## src/rtl/hct_ram.sv

```systemverilog
// ----------------------------------------------------------------------------
// Generic single-port-write RAM
// One write port and one read port with registered read data; no reset.
// ----------------------------------------------------------------------------
module hct_ram #(
  parameter int WIDTH = 8,
  parameter int DEPTH = 16
) (
  input  logic                     clk,
  input  logic                     we,
  input  logic [$clog2(DEPTH)-1:0] waddr,
  input  logic [WIDTH-1:0]         wdata,
  input  logic [$clog2(DEPTH)-1:0] raddr,
  output logic [WIDTH-1:0]         rdata
);

  logic [WIDTH-1:0] mem [DEPTH];

  // Write when enabled; read every cycle.
  always_ff @(posedge clk) begin
    if (we) begin
      mem[waddr] <= wdata;
    end
    rdata <= mem[raddr];
  end

endmodule

```

## config.mk

```make
export PLATFORM = sky130hd
export DESIGN_NAME = hct_ram
export DESIGN_NICKNAME = d
export VERILOG_FILES = /design/src/rtl/hct_ram.sv
export SDC_FILE = /design/constraint.sdc
export NUM_CORES = 1
export LEC_CHECK = 0
export ABC_AREA = 1
export BUFFER_PORTS_ARGS = -buffer_cell sky130_fd_sc_hd__buf_2
export CORE_AREA = 2 2 142 144
export CTS_BUF_LIST = sky130_fd_sc_hd__clkbuf_8
export DETAILED_ROUTE_END_ITERATION = 7
export DIE_AREA = 0 0 144 146
export PLACE_DENSITY = 0.47
export SETUP_SLACK_MARGIN = 0.2
export SYNTH_ARGS = -nofsm -noshare
export SYNTH_HDL_FRONTEND = slang
export SYNTH_SLANG_ARGS = --single-unit
```

## constraint.sdc

```tcl
create_clock -name clk -period 1.1 [get_ports clk]
set_input_delay 0.165 -clock clk [delete_from_list [all_inputs] [get_ports clk]]
set_output_delay 0.165 -clock clk [all_outputs]
set_load 0.03 [all_outputs]
```

==> metrics.md <==
| Metric | Value |
|---|---|
| Status | `finished, final reports clean` |
| Clk sinks | `136` |
| Overall Global Routing Usage | `14.3%` |
| Int Pwr | `8.59 mW` |
| Final worst path period share | `98.4%` |
| Final Hold Vio Count | `0` |
| Synth area leader | `edfxtp_1` |
| Final nets | `624` |
| DRC Markers | `0` |
| H-tree levels | `4` |
| Net Count, Synth | `569` |
| Final setup violation count | `0` |
| Final Max Slew Viols | `0` |
| HPWL after DPL | `9.71 mm` |
| CTS tree | `done` |
| Area of the mapped netlist | `5770 um^2` |
| Synth top area cells | `edfxtp_1 (67%), nand2_1 (11%), nand3_1 (8.4%)` |
| Worst slew pin tran | `0.452 ns` |
| Root buf cell | `clkbuf_8` |
| Syn Area/Cell | `10.5 um^2` |
| CTS Buffer Depth | `2` |
| Net switching power | `2.57 mW` |
| Combinational share of power | `9.4%` |
| Worst Path Max Fanout | `1` |
| Initial antenna violation count | `0` |
| Routed Wire Length | `14.2 mm` |
| Crit path DAT | `0.92 ns` |
| DIE WIDTH | `144 um` |
| CP Launch Point | `rdata[0]` |
| EDFF count, synth | `128` |
| Initial DRT Pass Iterations | `4` |
| Unrepaired setup endpoints after global routing | `yes` |
| P per Cell Area | `1500 nW/um^2` |
| IO buf count | `25` |
| Max cap viols | `0` |
| Share of Yosys cell area claimed by the top area cell type | `66.7%` |
| Worst path slowest cell | `dfxtp_4` |
| DR vias | `3,874` |
| Synth cell count leaders | `nand2_1 (173), edfxtp_1 (128), inv_1 (100), nand3_1 (97), nor2_1 (17)` |
| Reg2Reg Launch Point | `mem[0][0]` |
| Grt ovf | `0` |
| Post-layout minimum cycle time | `1.08 ns` |
| Synthesis-stage register bit count | `136` |
| DRT iter0 DRCs | `317` |
| Die area | `21,000 um^2` |
| TNS Setup | `0 ns` |
| R2r endpoint | `rdata[0]` |
| Tightest Hold Check Type | `in -> reg` |
| Clock power share | `38.3%` |
| Clk Latency, worst-skew pair | `0.44 ns` |
| Hold_buf cts | `0` |
| Max VDD drop | `0.669 mV` |
| Critical path depth | `1` |
| Starting Density | `29.8%` |
| R2r setup slk | `0.16 ns` |
| Most numerous cell in the Yosys netlist | `nand2_1` |
| Layout fillers | `1,877` |
| Wire length per cell | `16.1 um` |
| Die Y | `146 um` |
| Routed vias/inst | `4.38` |
| Setup crit end | `rdata[0]` |
| First-pass GRT wire length | `21.9 mm` |
| Crit path cell chain | `buf_6` |
| Largest stage delay on the critical path | `0.35 ns` |
| Finished Layout Cells | `884` |
| Data required time at the worst endpoint | `0.94 ns` |
| Sequential share of power | `52.3%` |
| P_leak | `3.10 nW` |
| IO Pins | `26` |
| Reg clk slew, reported paths | `0.08 ns` |
| Dpl cells | `852` |
| Worst setup EP type | `output port` |
| Primary FF master, synth | `edfxtp_1` |
| Total Power | `11.2 mW` |
| CP Buf/Inv Count | `1` |
| Final GP Congestion | `0.793` |
| Sequential fraction of the synthesis area | `69.4%` |
| Worst Hold Slack | `0.146 ns` |
| CP startpoint kind | `flop` |
| CTS buffer count | `17` |
| Cells after Synth | `551` |
| Switching share of power | `23.0%` |
| Max frequency | `924 MHz` |
| Slew headroom | `69.9%` |
| Routed Antenna Nets | `0` |
| Vias in the first global route | `3,812` |
| Ant diodes | `0` |
| Largest net degree at the start of global routing | `40` |
| Final Core Density | `38.5%` |
| Async S/R FF share, synth | `0%` |
| Placement row count | `51` |
| Worst Clk Skew | `0.00985 ns` |
| P&R area growth vs syn | `28.9%` |
| FF-to-FF path depth | `6` |
| Critical path's top delay family | `flip-flops` |
| Number of unique standard cell types used by synthesis | `12` |
| YS warnings | `0` |
| Layout cell share with drive strength beyond 1 | `31.7%` |
| Core Area | `19,300 um^2` |
| WS Path Type | `reg -> out` |
[metrics by stage]
step	cell area, um^2	setup WS, ns
2_1_floorplan	5870	0.0614
3_3_place_gp	6620	-0.207
3_5_place_dp	6620	-0.194
4_1_cts	7260	-0.0288
5_1_grt	7440	-0.0264
6_report	7440	0.0179
[logic make-up after synthesis]
group | synth area share, %
buffers and inverters | 9.52
and+or+nand+nor | 21.0
DFF | 69.4
[sequential cells by signal, summed over array words and instances (netlist names)]
register	count
rdata	8
mem	128
[cell usage in the layout (no fill, tap or decap), drive strengths merged]
cell and count:
nand2 173, edfxtp 128, inv 102, nand3 97, buf 60, clkbuf 17
nor2 17, dfxtp 8, clkinv 7, clkinvlp 4, bufinv 4, nand3b 2
[worst min-delay path by stage]
stage / from / endpoint / slack [ns] / cells after the start
2_1_floorplan: wdata[0] / mem[0][0] / 0.26 / 0
3_3_place_gp: rdata[5] / rdata[5] / 0.60 / 1
3_5_place_dp: rdata[2] / rdata[2] / 0.61 / 1
4_1_cts: wdata[6] / mem[13][6] / 0.12 / 1
5_1_grt: wdata[4] / mem[14][4] / 0.15 / 1
6_report: wdata[4] / mem[14][4] / 0.15 / 1
[final cells by class]
| cell class | count | area [um^2] | area share [%] |
|---|---|---|---|
| Sequential cell | 136 | 4020 | 54.0 |
| Multi-Input combinational cell | 289 | 1660 | 22.3 |
| Timing Repair Buffer | 60 | 626 | 8.41 |
| Inverter | 102 | 383 | 5.15 |
| Tap cell | 265 | 332 | 4.46 |
| Clock buffer | 17 | 234 | 3.15 |
| Clock inverter | 15 | 184 | 2.47 |
[layer usage]
| metal | vias up | GRT usage [%] | part of all wire [%] |
|---|---|---|---|
| li1 | 1886 | - | - |
| met1 | 1891 | 19.3 | 47 |
| met2 | 86 | 23.0 | 49 |
| met3 | 11 | 2.86 | 3.6 |
| met4 | 0 | 4.71 | 1.1 |
| met5 | - | 0 | 0 |
[power groups by stage]
stage          logic, mW  clock network, mW  registers [mW]
2_1_floorplan      0.438                  0            6.00
3_3_place_gp       0.906                  0            5.94
3_5_place_dp       0.907                  0            5.94
4_1_cts             1.00               4.41            5.84
5_1_grt             1.14               4.58            5.84
6_report            1.04               4.27            5.84
[timing repair]
action,in CTS,in global routing
cloned,0,0
pin swaps,41,36
buffers inserted,0,0
gates resized for setup,60,40
setup endpoints to repair,16,16
Note: power is estimated with default switching activity, not from simulation.
