[config.mk]
export PLATFORM = sky130hd
export DESIGN_NAME = hct_level
export DESIGN_NICKNAME = d
export VERILOG_FILES = /design/src/rtl/hct_pkg.sv /design/src/rtl/hct_level.sv
export SDC_FILE = /design/constraint.sdc
export NUM_CORES = 1
export LEC_CHECK = 0
export ABC_AREA = 1
export BUFFER_PORTS_ARGS = -buffer_cell sky130_fd_sc_hd__buf_4
export CAP_MARGIN = 20
export CORE_MARGIN = 1.5
export CORE_UTILIZATION = 25
export DETAILED_ROUTE_END_ITERATION = 12
export GPL_TIMING_DRIVEN = 0
export PLACE_DENSITY = 0.69
export SLEW_MARGIN = 30
export SYNTH_ARGS = -nofsm -noshare
export SYNTH_HDL_FRONTEND = slang
export SYNTH_SLANG_ARGS = --single-unit
[constraint.sdc]
create_clock -name vclk -period 1
set_clock_uncertainty 0.1 [all_clocks]
set_input_delay 0 -clock vclk [all_inputs]
set_output_delay 0 -clock vclk [all_outputs]
set_load 0.01 [all_outputs]
[src/rtl/hct_pkg.sv]
// ----------------------------------------------------------------------------
// Huffman code tree package
// Shared widths, operation and status codes, node layout and the structs
// passed between the tree sequencer and its level evaluation unit.
// ----------------------------------------------------------------------------
package hct_pkg;

  // Table geometry.
  localparam int MAX_NODES    = 1024;
  localparam int IDX_W        = $clog2(MAX_NODES);
  localparam int CNT_W        = $clog2(MAX_NODES + 1);
  localparam int MAX_CODE_LEN = 15;

  // Fixed field widths.
  localparam int OP_W   = 3;
  localparam int CODE_W = 15;
  localparam int LEN_W  = 4;
  localparam int SYM_W  = 9;
  localparam int ST_W   = 3;

  typedef logic [IDX_W-1:0] idx_t;
  typedef logic [CNT_W-1:0] cnt_t;

  // Operation codes.
  localparam logic [OP_W-1:0] OP_INSERT     = 3'd0;
  localparam logic [OP_W-1:0] OP_FIND       = 3'd1;
  localparam logic [OP_W-1:0] OP_STEP       = 3'd2;
  localparam logic [OP_W-1:0] OP_CURSOR_RST = 3'd3;
  localparam logic [OP_W-1:0] OP_CLEAR      = 3'd4;

  // Status codes.
  localparam logic [ST_W-1:0] ST_OK       = 3'd0;
  localparam logic [ST_W-1:0] ST_PREFIX   = 3'd1;
  localparam logic [ST_W-1:0] ST_NOBRANCH = 3'd2;
  localparam logic [ST_W-1:0] ST_PRESENT  = 3'd3;
  localparam logic [ST_W-1:0] ST_THRULEAF = 3'd4;
  localparam logic [ST_W-1:0] ST_FULL     = 3'd5;

  // Kind of tree walk in progress.
  typedef enum logic [1:0] {
    MODE_INSERT,
    MODE_FIND,
    MODE_STEP
  } mode_t;

  // One node of the table. A child index of zero means no child.
  typedef struct packed {
    idx_t             kid_l;
    idx_t             kid_r;
    logic             leaf;
    logic [SYM_W-1:0] sym;
  } node_t;

  localparam int NODE_W = $bits(node_t);

  // What the sequencer does after one level has been evaluated.
  typedef enum logic [1:0] {
    ACT_NEXT,
    ACT_NEW,
    ACT_END
  } act_t;

  // Request to the level unit.
  typedef struct packed {
    node_t            node;
    logic             cbit;
    logic [LEN_W-1:0] rem;
    mode_t            mode;
    cnt_t             count;
    logic [SYM_W-1:0] sym;
  } lvl_req_t;

  // Answer from the level unit.
  typedef struct packed {
    act_t            act;
    logic [ST_W-1:0] status;
    idx_t            child;
    node_t           linked;
    node_t           fresh;
  } lvl_res_t;

endpackage

[src/rtl/hct_level.sv]
// ----------------------------------------------------------------------------
// Huffman code tree level unit
// Evaluates one tree level for the current node and code bit: picks the
// child, decides whether to descend, create a node or finish, and builds the
// updated parent word and the word of a newly made node.
// ----------------------------------------------------------------------------
module hct_level
  import hct_pkg::*;
(
  input  lvl_req_t req,
  output lvl_res_t res
);

  logic last;
  logic full;
  idx_t child;
  idx_t new_idx;

  assign last    = (req.rem == LEN_W'(1));
  assign full    = (req.count >= CNT_W'(MAX_NODES));
  assign child   = req.cbit ? req.node.kid_r : req.node.kid_l;
  assign new_idx = req.count[IDX_W-1:0];

  // Parent word with the new link, the word of the node being created, and
  // the decision for this level.
  always_comb begin
    res.child  = child;
    res.linked = req.node;
    if (req.cbit) begin
      res.linked.kid_r = new_idx;
    end else begin
      res.linked.kid_l = new_idx;
    end
    res.fresh.kid_l = '0;
    res.fresh.kid_r = '0;
    res.fresh.leaf  = last;
    res.fresh.sym   = last ? req.sym : '0;

    res.act    = ACT_END;
    res.status = ST_OK;
    if (req.rem == '0) begin
      // The walk has consumed every bit: classify the node reached.
      if (req.node.leaf) begin
        res.status = ST_OK;
      end else if (req.mode == MODE_INSERT) begin
        res.status = ST_PRESENT;
      end else begin
        res.status = ST_PREFIX;
      end
    end else if (req.mode == MODE_INSERT) begin
      if (req.node.leaf) begin
        res.status = ST_THRULEAF;
      end else if (child != '0) begin
        if (last) begin
          res.status = ST_PRESENT;
        end else begin
          res.act = ACT_NEXT;
        end
      end else if (full) begin
        res.status = ST_FULL;
      end else begin
        res.act = ACT_NEW;
      end
    end else begin
      if (child == '0) begin
        res.status = ST_NOBRANCH;
      end else begin
        res.act = ACT_NEXT;
      end
    end
  end

endmodule

==> impl_metrics.tcl <==
set metrics [dict create \
    die_area_um2 4366 \
    drtPass1Iterations 4 \
    synth_area_leader_cell "nand2_1" \
    violations "negative setup slack" \
    critical_path_class "in -> out" \
    vias 1527 \
    yosys_warnings 0 \
    drv_cap 0 \
    powerDensity_nw_per_um2 426.5 \
    utilization_pct 58.09 \
    area_growth_pct 118.6 \
    drc 0 \
    netlist_instances 207 \
    stdcell_count 383 \
    cp.required_ns 0.90 \
    top_level_ports 132 \
    finalSetupViolations 5 \
    multi_input_area_um2 770.7 \
    gp_congestion 0.8002 \
    nFillCells 393 \
    drive_above_1_share_pct 57.61 \
    period_share_pct 125.5 \
    cp_max_fo 5 \
    first_iter_violations 26 \
    grt_pass1_wl_mm 5.637 \
    register_area_um2 0 \
    cp-start-kind "input port" \
    viasPerCell 3.987 \
    start_util_pct 26.57 \
    rsz0062_at_grt "true" \
    netSwitchingPower_mw 0.4222 \
    ant_nets 0 \
    port_buffers 102 \
    final.min_clock_period_ns 1.255 \
    worstSetupEndpointType "primary output" \
    finalHoldViolations 0 \
    grtUsageTotal_pct 15.63 \
    p_clk_share_pct 0 \
    wl_mm 3.740 \
    max_freq_mhz 796.7 \
    num_rows 22 \
    hold_class "in -> out" \
    grt_max_degree 11 \
    wl_per_cell_um 9.765 \
    nFlopsAndLatches 0 \
    design.core.area_um2 3744 \
    grt_overflow 0 \
    p_int_mw 0.5054 \
    tns_ns -1.019 \
    final_nets 394 \
    syn_area_um2 994.7 \
    die_x_um 66.08 \
    arrival_ns 1.16 \
    sequentialPowerShare_pct 0 \
    dp.final_hpwl_mm 3.014 \
    antenna_cells 0 \
    clock_buffers 0 \
    swShare_pct 45.51 \
    status "finished with violations" \
    grt_pass1_vias 1337 \
    dp.cells 376 \
    synth.distinct_cells 19 \
    synth_top_area_share_pct 27.17 \
    yosysSeqAreaShare_pct 0 \
    yosys-top-cells-area "nand2_1 27%, buf_4 23%, inv_1 14%" \
    final_cell_mix "134 x buf_4, 56 x nand2_1, 36 x inv_1, 20 x nand2_2, 20 x conb_1" \
    finalMaxSlewViolations 0 \
    vdd_drop_max_v 0.0002313 \
    die_h_um 66.08 \
    setup_slack_ns -0.2552 \
    antenna_found_initial 0 \
    combPwrFrac_pct 100.0 \
    final_common_cell "buf_4" \
    syn_avg_cell_area_um2 4.805 \
    p_leak_nw 1.336 \
]
## critical path, cell delays in order
cell and delay [ns]:
buf_12 0.11, inv_8 0.04, buf_4 0.13, nand2_2 0.05, nand2_2 0.06, nor2_2 0.09, nand2_1 0.06, nor2_1 0.10
nand3_1 0.13, nand2_2 0.12, nand2_2 0.05, nor2_2 0.10, buf_4 0.12
## power by group through the flow
stage / Sequential [mW] / Combinational (mW) / Clock [mW]
final: 0 / 0.928 / 0
after global routing: 0 / 1.01 / 0
after CTS: 0 / 0.898 / 0
after detailed placement: 0 / 0.814 / 0
after global placement: 0 / 0.808 / 0
after floorplan: 0 / 0.422 / 0
## logic make-up (layout without fill, tap and decap cells)
group	Yosys count	after routing	share of synthesized area [%]
compound gates	20	20	10.44
other cells	1	20	0.3770
buf+inv	79	188	44.78
simple gates	107	107	44.40
## per-layer routing
layer | GRT usage (%) | vias to the layer above | share of wire [%]
li1 | - | 813 | -
met1 | 18.39 | 647 | 38
met2 | 31.19 | 67 | 52
met3 | 2.385 | 0 | 9.1
met4 | 0 | 0 | 0
met5 | 0 | - | 0
## per-stage QoR
stage	total power, mW	hold WS [ns]	area, um^2	worst slack [ns]
2_1_floorplan	0.4223	-0.06623	1099	-0.04388
6_report	0.9275	0.07666	2175	-0.2552
5_1_grt	1.012	0.07999	2175	-0.3446
3_5_place_dp	0.8142	0.07742	1924	-0.3254
3_3_place_gp	0.8083	0.07672	1924	-0.3174
4_1_cts	0.8982	0.07759	2098	-0.2558
## timing repair
item	CTS	global route
pin swaps	12	15
resized for setup	24	29
endpoints found under the setup margin	34	25
gates cloned	3	0
buffers inserted	4	0
hold buffers	0	0
## cells in the mapped netlist (all sizes together)
cell type,n
nand2,77
nand3,3
buf,35
nor2,23
clkbuf,3
clkinv,2
conb,1
o21ai,20
nor4,1
nor3,3
inv,39
## final timing paths
check / from / end / slack, ns / depth (start not counted)
hold / removal: req[35] / res[38] / 0.08 / 2
setup / recovery: req[26] / res[72] / -0.26 / 13
## layout make-up
cell class	instances	area share, %
Inverter	41	7.537
Tap cell	48	2.762
Multi-Input combinational cell	147	35.44
Buffer	38	14.15
Timing Repair Buffer	109	40.10
(Power assumes the default switching activity.)
